**src/rtl/core/rtfi_pkg.sv**
```systemverilog
`timescale 1ns / 1ps
// ----------------------------------------------------------------------------
// rtfi_pkg
// Shared constants, calibration tables and stage payload types for the
// range to focus interpolator.
// ----------------------------------------------------------------------------
package rtfi_pkg;

  // Calibration table size. Rows past the calibrated ones repeat the last row.
  localparam int TABLE_ROWS   = 11;
  localparam int LUT_SLOTS    = 16;
  localparam int POS_W        = 4;
  localparam int SEG_LAST_RAW = (TABLE_ROWS - 1) % LUT_SLOTS;
  localparam int SEG_LAST     = (SEG_LAST_RAW < 1) ? 1 : SEG_LAST_RAW;

  // Field and datapath widths.
  localparam int DIST_W      = 16;
  localparam int OFFSET_W    = 10;
  localparam int CODE_W      = 12;
  localparam int IN_DATA_W   = 16;
  localparam int OUT_DATA_W  = 16;
  localparam int V_W         = 21;   // signed millimetres, -1023 .. 655350
  localparam int MM_W        = 20;   // breakpoints up to 1000001 mm
  localparam int FRAC_W      = 15;   // fractions in units of 1/20480
  localparam int DIFF_W      = 12;   // fraction step of one segment
  localparam int W_W         = 21;   // signed distance into the segment
  localparam int BD_W        = 24;
  localparam int DEN_W       = 24;   // ten times the segment width
  localparam int N_W         = 33;   // signed numerator
  localparam int MAG_W       = 32;   // numerator magnitude
  localparam int HALF_W      = 16;
  localparam int RECIP_SHIFT = 32;
  localparam int RECIP_W     = 29;
  localparam int PP_W        = HALF_W + RECIP_W;
  localparam int SUM_W       = PP_W + HALF_W;
  localparam int QUO_W       = SUM_W - RECIP_SHIFT;

  // Configuration port.
  localparam int CFG_ADDR_W = 3;
  localparam int CFG_DATA_W = 32;
  localparam logic REG_LENS_OFFSET = 1'b0;
  localparam logic [OFFSET_W-1:0] OFFSET_RESET = 10'd145;

  // Output queue.
  localparam int QUEUE_DEPTH = 16;
  localparam int QUEUE_AW    = $clog2(QUEUE_DEPTH);
  localparam int QUEUE_CW    = $clog2(QUEUE_DEPTH + 1);

  localparam logic [MM_W-1:0] LUT_MM [LUT_SLOTS] = '{
    20'd0, 20'd250, 20'd265, 20'd325, 20'd425, 20'd645, 20'd1560, 20'd2975,
    20'd6790, 20'd1000000, 20'd1000001, 20'd1000001, 20'd1000001,
    20'd1000001, 20'd1000001, 20'd1000001
  };

  localparam logic [FRAC_W-1:0] LUT_FRAC [LUT_SLOTS] = '{
    15'd0, 15'd2560, 15'd5120, 15'd7680, 15'd10240, 15'd12800, 15'd15360,
    15'd16384, 15'd16896, 15'd17920, 15'd20480, 15'd20480, 15'd20480,
    15'd20480, 15'd20480, 15'd20480
  };

  // Lower breakpoint of the segment that ends at row p.
  function automatic logic [MM_W-1:0] seg_lo_mm(input logic [POS_W-1:0] p);
    return LUT_MM[p - POS_W'(1)];
  endfunction

  function automatic logic [MM_W-1:0] seg_width(input logic [POS_W-1:0] p);
    return LUT_MM[p] - LUT_MM[p - POS_W'(1)];
  endfunction

  function automatic logic [DEN_W-1:0] seg_den(input logic [POS_W-1:0] p);
    return DEN_W'(seg_width(p)) * DEN_W'(10);
  endfunction

  function automatic logic [DIFF_W-1:0] seg_slope(input logic [POS_W-1:0] p);
    return DIFF_W'(LUT_FRAC[p] - LUT_FRAC[p - POS_W'(1)]);
  endfunction

  // Whole part of the lower fraction scaled to the output code.
  function automatic logic [CODE_W-1:0] seg_base(input logic [POS_W-1:0] p);
    return CODE_W'(LUT_FRAC[p - POS_W'(1)] / 10);
  endfunction

  // Leftover tenths of the lower fraction, times the segment width.
  function automatic logic [BD_W-1:0] seg_bias(input logic [POS_W-1:0] p);
    logic [BD_W-1:0] tenths;
    tenths = BD_W'(LUT_FRAC[p - POS_W'(1)] % 10);
    return tenths * BD_W'(seg_width(p));
  endfunction

  localparam logic [RECIP_SHIFT:0] RECIP_ONE = {1'b1, {RECIP_SHIFT{1'b0}}};

  // floor(2^32 / (10 * width)) per segment; zero-width rows carry no slope.
  localparam logic [RECIP_W-1:0] SEG_RECIP [LUT_SLOTS] = '{
    '0,
    RECIP_W'(RECIP_ONE / seg_den(4'd1)),
    RECIP_W'(RECIP_ONE / seg_den(4'd2)),
    RECIP_W'(RECIP_ONE / seg_den(4'd3)),
    RECIP_W'(RECIP_ONE / seg_den(4'd4)),
    RECIP_W'(RECIP_ONE / seg_den(4'd5)),
    RECIP_W'(RECIP_ONE / seg_den(4'd6)),
    RECIP_W'(RECIP_ONE / seg_den(4'd7)),
    RECIP_W'(RECIP_ONE / seg_den(4'd8)),
    RECIP_W'(RECIP_ONE / seg_den(4'd9)),
    RECIP_W'(RECIP_ONE / seg_den(4'd10)),
    '0, '0, '0, '0, '0
  };

  typedef struct packed {
    logic                  vld;
    logic [POS_W-1:0]      pos;
    logic signed [W_W-1:0] ofs;
  } seg_item_t;

  typedef struct packed {
    logic             vld;
    logic [POS_W-1:0] pos;
    logic             neg;
    logic [MAG_W-1:0] mag;
  } num_item_t;

endpackage

```
**src/rtl/core/range_to_focus_interpolator.sv**
```systemverilog
`timescale 1ns / 1ps
// ----------------------------------------------------------------------------
// range_to_focus_interpolator
// Converts a rangefinder distance into a lens focus code by piecewise linear
// interpolation over a fixed calibration table.
// ----------------------------------------------------------------------------
// Usage:
// Each item on the in_ channel carries one distance in centimetres. The block
// scales it to millimetres, subtracts the lens offset register, picks the
// calibration segment and returns one focus code item on the out_ channel,
// in the same order as the distances arrived.
// Throughput is one item per clock cycle while in_tready is high. Between input
// acceptance and out_tvalid lie ten pipeline stages (scale, compare, select,
// segment offset, numerator, magnitude, two reciprocal stages, back product,
// correction) and the output queue write.
// The pipeline itself never stalls. Results land in a 16-entry output queue,
// and in_tready stays high while fewer than 16 items are accepted but not yet
// delivered, so a stalled receiver stops intake only after that many items.
// Reset (synchronous, active low) empties the pipeline and the queue and
// sets the lens offset to 145 mm. The offset register is written over the
// APB port at byte address 0 and should only change while the block is idle.
// ----------------------------------------------------------------------------
module range_to_focus_interpolator (
  input  logic                               clk,
  input  logic                               rst_n,
  // Input items.
  input  logic                               in_tvalid,
  output logic                               in_tready,
  input  logic [rtfi_pkg::IN_DATA_W-1:0]     in_tdata,    // [15:0] distance_cm
  // Result items.
  output logic                               out_tvalid,
  input  logic                               out_tready,
  output logic [rtfi_pkg::OUT_DATA_W-1:0]    out_tdata,   // [11:0] focus_code, [15:12] zero
  // Configuration port.
  input  logic                               cfg_psel,
  input  logic                               cfg_penable,
  input  logic                               cfg_pwrite,
  input  logic [rtfi_pkg::CFG_ADDR_W-1:0]    cfg_paddr,
  input  logic [rtfi_pkg::CFG_DATA_W-1:0]    cfg_pwdata,
  output logic [rtfi_pkg::CFG_DATA_W-1:0]    cfg_prdata,
  output logic                               cfg_pready
);

  localparam int OFFSET_W = rtfi_pkg::OFFSET_W;
  localparam int CODE_W   = rtfi_pkg::CODE_W;

  logic [OFFSET_W-1:0]     offset_r;
  logic                    cfg_wr;
  logic                    cfg_hit;
  logic                    in_take;
  rtfi_pkg::seg_item_t     seg;
  rtfi_pkg::num_item_t     num;
  logic                    code_vld;
  logic [CODE_W-1:0]       code;
  logic [CODE_W-1:0]       out_code;

  // The register index is the word address; byte lanes are ignored.
  assign cfg_pready = 1'b1;
  assign cfg_hit    = (cfg_paddr[2] == rtfi_pkg::REG_LENS_OFFSET);
  assign cfg_wr     = cfg_psel && cfg_penable && cfg_pwrite && cfg_pready;
  assign cfg_prdata = cfg_hit ? rtfi_pkg::CFG_DATA_W'(offset_r) : '0;

  always_ff @(posedge clk) begin
    if (!rst_n) begin
      offset_r <= rtfi_pkg::OFFSET_RESET;
    end else if (cfg_wr && cfg_hit) begin
      offset_r <= cfg_pwdata[OFFSET_W-1:0];
    end
  end

  assign in_take = in_tvalid && in_tready;

  rtfi_locate u_locate (
    .clk     (clk),
    .rst_n   (rst_n),
    .in_vld  (in_take),
    .in_dist (in_tdata[rtfi_pkg::DIST_W-1:0]),
    .offset  (offset_r),
    .seg_o   (seg)
  );

  rtfi_numer u_numer (
    .clk   (clk),
    .rst_n (rst_n),
    .seg_i (seg),
    .num_o (num)
  );

  rtfi_divide u_divide (
    .clk      (clk),
    .rst_n    (rst_n),
    .num_i    (num),
    .code_vld (code_vld),
    .code     (code)
  );

  // The in-flight count in the queue holds intake back before it can overflow.
  rtfi_fifo u_fifo (
    .clk      (clk),
    .rst_n    (rst_n),
    .take     (in_take),
    .wr_vld   (code_vld),
    .wr_code  (code),
    .rd_ready (out_tready),
    .rd_vld   (out_tvalid),
    .rd_code  (out_code),
    .space    (in_tready)
  );

  assign out_tdata = {{(rtfi_pkg::OUT_DATA_W - CODE_W){1'b0}}, out_code};

endmodule

```
**src/rtl/core/rtfi_locate.sv**
```systemverilog
`timescale 1ns / 1ps
// ----------------------------------------------------------------------------
// rtfi_locate
// Scales the distance to millimetres, finds the table segment and the
// distance into that segment. Four register stages.
// ----------------------------------------------------------------------------
module rtfi_locate (
  input  logic                             clk,
  input  logic                             rst_n,
  input  logic                             in_vld,
  input  logic [rtfi_pkg::DIST_W-1:0]      in_dist,
  input  logic [rtfi_pkg::OFFSET_W-1:0]    offset,
  output rtfi_pkg::seg_item_t              seg_o
);

  localparam int V_W   = rtfi_pkg::V_W;
  localparam int POS_W = rtfi_pkg::POS_W;
  localparam int SLOTS = rtfi_pkg::LUT_SLOTS;

  logic                    vld1_r, vld2_r, vld3_r, vld4_r;
  logic signed [V_W-1:0]   v1_r, v2_r, v3_r;
  logic signed [V_W-1:0]   v1_nxt;
  logic [SLOTS-1:1]        le2_r, le2_nxt;
  logic [POS_W-1:0]        pos3_r, pos3_nxt, pos4_r;
  logic signed [rtfi_pkg::W_W-1:0] ofs4_r, ofs4_nxt;
  logic [V_W-1:0]          scaled;

  always_comb begin
    // Times ten as two shifted copies.
    scaled = (V_W'(in_dist) << 3) + (V_W'(in_dist) << 1);
    v1_nxt = signed'(scaled - V_W'(offset));
  end

  always_comb begin
    for (int k = 1; k < SLOTS; k++) begin
      le2_nxt[k] = (v1_r <= signed'({1'b0, rtfi_pkg::LUT_MM[k]}));
    end
  end

  // First row whose breakpoint is not below v; the last row catches the rest.
  always_comb begin
    pos3_nxt = POS_W'(rtfi_pkg::SEG_LAST);
    for (int k = SLOTS - 1; k >= 1; k--) begin
      if (k < rtfi_pkg::SEG_LAST && le2_r[k]) begin
        pos3_nxt = POS_W'(k);
      end
    end
  end

  always_comb begin
    ofs4_nxt = v3_r - signed'({1'b0, rtfi_pkg::seg_lo_mm(pos3_r)});
  end

  always_ff @(posedge clk) begin
    if (!rst_n) begin
      vld1_r <= 1'b0;
      vld2_r <= 1'b0;
      vld3_r <= 1'b0;
      vld4_r <= 1'b0;
    end else begin
      vld1_r <= in_vld;
      vld2_r <= vld1_r;
      vld3_r <= vld2_r;
      vld4_r <= vld3_r;
    end
  end

  always_ff @(posedge clk) begin
    v1_r   <= v1_nxt;
    v2_r   <= v1_r;
    le2_r  <= le2_nxt;
    v3_r   <= v2_r;
    pos3_r <= pos3_nxt;
    pos4_r <= pos3_r;
    ofs4_r <= ofs4_nxt;
  end

  assign seg_o.vld = vld4_r;
  assign seg_o.pos = pos4_r;
  assign seg_o.ofs = ofs4_r;

endmodule

```
**src/rtl/core/rtfi_numer.sv**
```systemverilog
`timescale 1ns / 1ps
// ----------------------------------------------------------------------------
// rtfi_numer
// Forms the interpolation numerator and splits it into sign and magnitude.
// Two register stages.
// ----------------------------------------------------------------------------
module rtfi_numer (
  input  logic                   clk,
  input  logic                   rst_n,
  input  rtfi_pkg::seg_item_t    seg_i,
  output rtfi_pkg::num_item_t    num_o
);

  localparam int N_W    = rtfi_pkg::N_W;
  localparam int PROD_W = rtfi_pkg::W_W + rtfi_pkg::DIFF_W + 1;

  logic                           vld5_r, vld6_r;
  logic [rtfi_pkg::POS_W-1:0]     pos5_r, pos6_r;
  logic signed [PROD_W-1:0]       prod, total;
  logic signed [N_W-1:0]          n5_r, n5_nxt;
  logic                           neg6_r, neg6_nxt;
  logic [rtfi_pkg::MAG_W-1:0]     mag6_r, mag6_nxt;

  // The table keeps the magnitude below 2^32 for every reachable distance.
  always_comb begin
    prod   = seg_i.ofs * signed'({1'b0, rtfi_pkg::seg_slope(seg_i.pos)});
    total  = prod + signed'(PROD_W'(rtfi_pkg::seg_bias(seg_i.pos)));
    n5_nxt = signed'(N_W'(total));
  end

  always_comb begin
    neg6_nxt = n5_r[N_W-1];
    mag6_nxt = neg6_nxt ? rtfi_pkg::MAG_W'(-n5_r) : rtfi_pkg::MAG_W'(n5_r);
  end

  always_ff @(posedge clk) begin
    if (!rst_n) begin
      vld5_r <= 1'b0;
      vld6_r <= 1'b0;
    end else begin
      vld5_r <= seg_i.vld;
      vld6_r <= vld5_r;
    end
  end

  always_ff @(posedge clk) begin
    n5_r   <= n5_nxt;
    pos5_r <= seg_i.pos;
    pos6_r <= pos5_r;
    neg6_r <= neg6_nxt;
    mag6_r <= mag6_nxt;
  end

  assign num_o.vld = vld6_r;
  assign num_o.pos = pos6_r;
  assign num_o.neg = neg6_r;
  assign num_o.mag = mag6_r;

endmodule

```
**src/rtl/core/rtfi_divide.sv**
```systemverilog
`timescale 1ns / 1ps
// ----------------------------------------------------------------------------
// rtfi_divide
// Divides the numerator by ten times the segment width through a per-segment
// reciprocal, corrects the quotient by one step and adds the whole part.
// Four register stages.
// ----------------------------------------------------------------------------
module rtfi_divide (
  input  logic                         clk,
  input  logic                         rst_n,
  input  rtfi_pkg::num_item_t          num_i,
  output logic                         code_vld,
  output logic [rtfi_pkg::CODE_W-1:0]  code
);

  localparam int POS_W  = rtfi_pkg::POS_W;
  localparam int MAG_W  = rtfi_pkg::MAG_W;
  localparam int HALF_W = rtfi_pkg::HALF_W;
  localparam int PP_W   = rtfi_pkg::PP_W;
  localparam int SUM_W  = rtfi_pkg::SUM_W;
  localparam int QUO_W  = rtfi_pkg::QUO_W;
  localparam int CODE_W = rtfi_pkg::CODE_W;
  localparam int BACK_W = QUO_W + rtfi_pkg::DEN_W;

  logic                    vld7_r, vld8_r, vld9_r, vld10_r;
  logic [POS_W-1:0]        pos7_r, pos8_r, pos9_r;
  logic                    neg7_r, neg8_r, neg9_r;
  logic [MAG_W-1:0]        mag7_r, mag8_r, mag9_r;
  logic [PP_W-1:0]         pp_hi7_r, pp_lo7_r, pp_hi7_nxt, pp_lo7_nxt;
  logic [rtfi_pkg::RECIP_W-1:0] recip;
  logic [SUM_W-1:0]        sum;
  logic [QUO_W-1:0]        q8_r, q8_nxt, q9_r, qc;
  logic [BACK_W-1:0]       back_full;
  logic [MAG_W-1:0]        back9_r, back9_nxt, rem;
  logic [rtfi_pkg::DEN_W-1:0] den;
  logic                    fix;
  logic [CODE_W-1:0]       code10_r, code10_nxt, q_code;

  always_comb begin
    recip      = rtfi_pkg::SEG_RECIP[num_i.pos];
    pp_hi7_nxt = num_i.mag[MAG_W-1:HALF_W] * recip;
    pp_lo7_nxt = num_i.mag[HALF_W-1:0] * recip;
  end

  always_comb begin
    sum    = {pp_hi7_r, {HALF_W{1'b0}}} + SUM_W'(pp_lo7_r);
    q8_nxt = sum[SUM_W-1:rtfi_pkg::RECIP_SHIFT];
  end

  // The estimate never exceeds the true quotient, so the product fits.
  always_comb begin
    back_full = q8_r * rtfi_pkg::seg_den(pos8_r);
    back9_nxt = back_full[MAG_W-1:0];
  end

  // The estimate is the true quotient or one below it.
  always_comb begin
    den        = rtfi_pkg::seg_den(pos9_r);
    rem        = mag9_r - back9_r;
    fix        = (den != '0) && (MAG_W'(den) <= rem);
    qc         = q9_r + QUO_W'(fix);
    q_code     = CODE_W'(qc);
    code10_nxt = rtfi_pkg::seg_base(pos9_r) + (neg9_r ? (CODE_W'(0) - q_code) : q_code);
  end

  always_ff @(posedge clk) begin
    if (!rst_n) begin
      vld7_r  <= 1'b0;
      vld8_r  <= 1'b0;
      vld9_r  <= 1'b0;
      vld10_r <= 1'b0;
    end else begin
      vld7_r  <= num_i.vld;
      vld8_r  <= vld7_r;
      vld9_r  <= vld8_r;
      vld10_r <= vld9_r;
    end
  end

  always_ff @(posedge clk) begin
    pos7_r   <= num_i.pos;
    neg7_r   <= num_i.neg;
    mag7_r   <= num_i.mag;
    pp_hi7_r <= pp_hi7_nxt;
    pp_lo7_r <= pp_lo7_nxt;
    pos8_r   <= pos7_r;
    neg8_r   <= neg7_r;
    mag8_r   <= mag7_r;
    q8_r     <= q8_nxt;
    pos9_r   <= pos8_r;
    neg9_r   <= neg8_r;
    mag9_r   <= mag8_r;
    q9_r     <= q8_r;
    back9_r  <= back9_nxt;
    code10_r <= code10_nxt;
  end

  assign code_vld = vld10_r;
  assign code     = code10_r;

endmodule

```
**src/rtl/core/rtfi_fifo.sv**
```systemverilog
`timescale 1ns / 1ps
// ----------------------------------------------------------------------------
// rtfi_fifo
// Output queue with an in-flight count, so the pipeline never has to stall.
// ----------------------------------------------------------------------------
module rtfi_fifo (
  input  logic                         clk,
  input  logic                         rst_n,
  input  logic                         take,
  input  logic                         wr_vld,
  input  logic [rtfi_pkg::CODE_W-1:0]  wr_code,
  input  logic                         rd_ready,
  output logic                         rd_vld,
  output logic [rtfi_pkg::CODE_W-1:0]  rd_code,
  output logic                         space
);

  localparam int AW = rtfi_pkg::QUEUE_AW;
  localparam int CW = rtfi_pkg::QUEUE_CW;

  logic [rtfi_pkg::CODE_W-1:0] mem [rtfi_pkg::QUEUE_DEPTH];
  logic [AW-1:0] wr_ptr_r, rd_ptr_r;
  logic [CW-1:0] fill_r, fill_nxt, occ_r, occ_nxt;
  logic          pop;

  assign rd_vld  = (fill_r != '0);
  assign rd_code = mem[rd_ptr_r];
  assign pop     = rd_vld && rd_ready;
  // Items accepted but not yet delivered, wherever they are.
  assign space   = (occ_r < CW'(rtfi_pkg::QUEUE_DEPTH));

  always_comb begin
    fill_nxt = fill_r + CW'(wr_vld) - CW'(pop);
    occ_nxt  = occ_r + CW'(take) - CW'(pop);
  end

  always_ff @(posedge clk) begin
    if (!rst_n) begin
      wr_ptr_r <= '0;
      rd_ptr_r <= '0;
      fill_r   <= '0;
      occ_r    <= '0;
    end else begin
      fill_r <= fill_nxt;
      occ_r  <= occ_nxt;
      if (wr_vld) begin
        wr_ptr_r <= wr_ptr_r + AW'(1);
      end
      if (pop) begin
        rd_ptr_r <= rd_ptr_r + AW'(1);
      end
    end
  end

  always_ff @(posedge clk) begin
    if (wr_vld) begin
      mem[wr_ptr_r] <= wr_code;
    end
  end

endmodule

```
**config.mk**
```make
export PLATFORM = sky130hd
export DESIGN_NAME = range_to_focus_interpolator
export DESIGN_NICKNAME = d
export VERILOG_FILES = /design/src/rtl/core/rtfi_pkg.sv /design/src/rtl/core/range_to_focus_interpolator.sv /design/src/rtl/core/rtfi_locate.sv /design/src/rtl/core/rtfi_numer.sv /design/src/rtl/core/rtfi_divide.sv /design/src/rtl/core/rtfi_fifo.sv
export SDC_FILE = /design/constraint.sdc
export NUM_CORES = 2
export LEC_CHECK = 0
export ABC_AREA = 1
export BUFFER_PORTS_ARGS = -buffer_cell sky130_fd_sc_hd__buf_2
export CORE_ASPECT_RATIO = 1.75
export CORE_MARGIN = 2
export CORE_UTILIZATION = 45
export DETAILED_ROUTE_END_ITERATION = 6
export REMOVE_ABC_BUFFERS = 1
export SYNTH_ARGS = -nofsm -noshare
export SYNTH_HDL_FRONTEND = slang
export SYNTH_SLANG_ARGS = --single-unit
```
**constraint.sdc**
```tcl
create_clock -name clk -period 24 [get_ports clk]
set_input_delay 4.8 -clock clk [delete_from_list [all_inputs] [get_ports clk]]
set_output_delay 4.8 -clock clk [all_outputs]
set_load 0.005 [all_outputs]
```
==> flow_summary.json <==
{
  "ys_ff_latch": 673,
  "via_per_inst": 5.20,
  "synth_edf_count": 192,
  "status": "complete, no violations",
  "synth_area_per_cell_um2": 8.53,
  "core_mm2": 0.187,
  "grt_antenna_before_repair": 3,
  "cpMaxStageDelayCell": "dfxtp_1",
  "drtAntennaViolNets": 0,
  "synthArstFlopShare": 0,
  "die_w_um": 332,
  "wl_per_cell_um": 19.0,
  "finalWirelength_mm": 236,
  "critPathCaptureType": "flip-flop",
  "dominantRegCellSynth": "dfxtp_1",
  "worstPathRequired_ps": 24570,
  "fmax_mhz": 49.5,
  "die_area_mm2": 0.192,
  "place_congestion": 0.955,
  "synth_cell_types": 80,
  "vias": 64400,
  "ioPinCount": 109,
  "min_period_ps": 20200,
  "area_growth_pct": 6.18,
  "grt_max_degree": 79,
  "grt_pass1_wl_mm": 375,
  "drtIter0Drc": 2576,
  "start_util": 0.453,
  "final_nets": 12100,
  "rows": 210,
  "maxCapViolCount": 0,
  "hold_violations": 0,
  "fin_crit_sh": 0.842,
  "grt_pass1_vias": 71200,
  "slowest_delay_ps": 700,
  "drive_above_1_share": 0.0539,
  "hold_ws_ps": 309,
  "holdBufCountCts": 0,
  "grt_remaining_overflow": 0,
  "hp-class": "flip-flop to flip-flop",
  "cts_root_buffer": "clkbuf_16",
  "crit_arrival_ps": 20770,
  "synthesis.area_mm2": 0.0848,
  "dp_hpwl_mm": 196,
  "crit_top_cell": "inv_1",
  "die_y_um": 578,
  "grtUsageTotal": 0.252,
  "post-place-ws_ps": 3840,
  "worstSetupPathType": "flip-flop to flip-flop",
  "max_slew_margin": 0.137,
  "tightest_slew_ps": 1290,
  "numPortBuffers": 57,
  "dr.pass1.iters": 5,
  "htree_levels": 3,
  "rsz0062_at_grt": "no",
  "cts_sinks": 673,
  "cp_max_fo": 19,
  "cts_buffers": 70,
  "clk_pin_slew_worst_paths_ps": 60,
  "drc": 0,
  "start_kind": "flip-flop",
  "tritoncts": "yes",
  "cts_resized": 0,
  "yosysSeqAreaShare": 0.182,
  "post-cts-setup-buffer-count": 0,
  "setup_ws_ps": 3800,
  "setup_viol": 0,
  "report.final.slew_viol_count": 0,
  "ys.warnings.count": 0,
  "setup-tns-final_ps": 0,
  "clock_path_buffers": 3,
  "fin_skew_ps": 41.2,
  "clkLatencyLatePin_ps": 680,
  "synth_cells": 9943
}
## placed cells by master, fill, tap and decap left out, drive strengths merged, types with 5 or more instances in the layout
cell type     n
mux2i        48
o31ai        19
xnor2       147
a211oi       18
or2          31
nor3         38
clkbuf       89
nand3b       13
a21o         22
clkinvlp      7
xor2        296
dfxtp       481
o211ai       68
ha          906
nor2        835
a21oi       433
nand2      1840
a31oi        20
o21ai       285
nand3       262
o311ai       10
o22ai         5
fa         1253
edfxtp      192
nand4        60
nor4         21
inv        2236
clkinv       48
conb         27
buf         159
o21bai       42
## cell families after synthesis
| kind of cell | count (synthesis) | share of synthesized area |
|---|---|---|
| DFF | 673 | 0.182 |
| AOI/OAI and AO/OA | 949 | 0.0643 |
| buffers and inverters | 2559 | 0.116 |
| muxes | 48 | 0.00567 |
| xor gates and xnor gates | 443 | 0.0463 |
| adders and majority gates | 2159 | 0.430 |
| other | 2 | 0.0000886 |
| and+or+nand+nor | 3110 | 0.156 |
## final timing paths
kind	from	slack, ps	cells after the start	endpoint
max	u_locate.pos4_r[0]	3800	116	u_numer.n5_r[32]
min	u_divide.mag8_r[9]	310	0	u_divide.mag9_r[9]
max reg2reg	u_locate.pos4_r[0]	3800	116	u_numer.n5_r[32]
min reg2reg	u_divide.mag8_r[9]	310	0	u_divide.mag9_r[9]
## routing by layer
metal	vias to the layer above	wire length, um	GRT usage
met4	2	21800	0.197
met2	1688	133000	0.511
met1	31700	72300	0.219
li1	30100	-	-
met5	-	13	0
met3	881	8490	0.0291
## sequential cells by signal, indices dropped and copies added, names as in the netlist, 5 cells and up, named ones only
signal / flops
u_locate.v2_r: 21
u_fifo.fill_r: 5
u_locate.ofs4_r: 21
u_divide.pp_hi7_r: 45
u_divide.mag8_r: 31
u_divide.q8_r: 29
u_divide.back9_r: 31
u_divide.mag9_r: 31
u_locate.le2_r: 9
u_fifo.mem: 192
u_divide.code: 12
u_divide.q9_r: 12
u_numer.n5_r: 32
u_divide.pp_lo7_r: 29
u_divide.mag7_r: 31
u_locate.v3_r: 21
u_locate.v1_r: 21
u_numer.mag6_r: 31
u_fifo.occ_r: 5
offset_r: 10
## synthesized netlist by cell type, types with 15 or more instances
master / number / area (um^2)
nand2_1: 1756 / 6590
mux2i_1: 48 / 480
nand2_2: 53 / 332
nand2_4: 31 / 349
nand4_1: 56 / 350
nand3_1: 229 / 1150
a31oi_1: 19 / 119
dfxtp_1: 481 / 9630
inv_2: 28 / 105
nor2_2: 15 / 93.8
a21o_1: 22 / 165
clkinv_1: 27 / 101
fa_1: 1253 / 25100
a21oi_1: 429 / 2150
nand3_2: 27 / 270
nor3_1: 37 / 185
buf_4: 30 / 225
ha_1: 906 / 11300
o21bai_1: 42 / 315
clkbuf_1: 237 / 890
o31ai_1: 19 / 143
nor2_4: 16 / 180
xor2_1: 292 / 2560
o211ai_1: 68 / 510
buf_1: 17 / 63.8
a211oi_1: 18 / 135
nor4_1: 21 / 131
nor2_1: 802 / 3010
edfxtp_1: 192 / 5770
or2_2: 27 / 169
o21ai_0: 256 / 1280
xnor2_1: 147 / 1290
inv_1: 2197 / 8250
## layout make-up
class / instances / area, um^2
Inverter: 2261 / 8520
Clock inverter: 34 / 453
Tap cell: 2438 / 3050
Multi-Input combinational cell: 6736 / 59600
Sequential cell: 673 / 15400
Clock buffer: 89 / 1880
Antenna cell: 1 / 2.50
Fill cell: 18100 / 97100
Timing Repair Buffer: 159 / 1050
## critical path, delay by kind of cell, from the launching register on
family | cells | cell delay, ps
flip-flops | 1 | 700
AND/OR/NAND/NOR | 58 | 7960
XOR/XNOR | 3 | 520
buffers and inverters | 20 | 2100
AO/OA/AOI/OAI | 14 | 2250
adder cells (fa/ha/maj) | 21 | 6450
## per-stage QoR
stage | cell area (um^2) | utilization | instances
2_1_floorplan | 83500 | - | 9670
4_1_cts | 90000 | 0.481 | 12400
3_3_place_gp | 87700 | 0.469 | 12300
3_5_place_dp | 87700 | 0.469 | 12300
5_1_grt | 90000 | 0.481 | 12400
6_report | 90000 | 0.481 | 12400
Power is left out: the tool's default activity adds up to more than one toggle a clock period on the data nets, which glitch-free logic cannot reach.
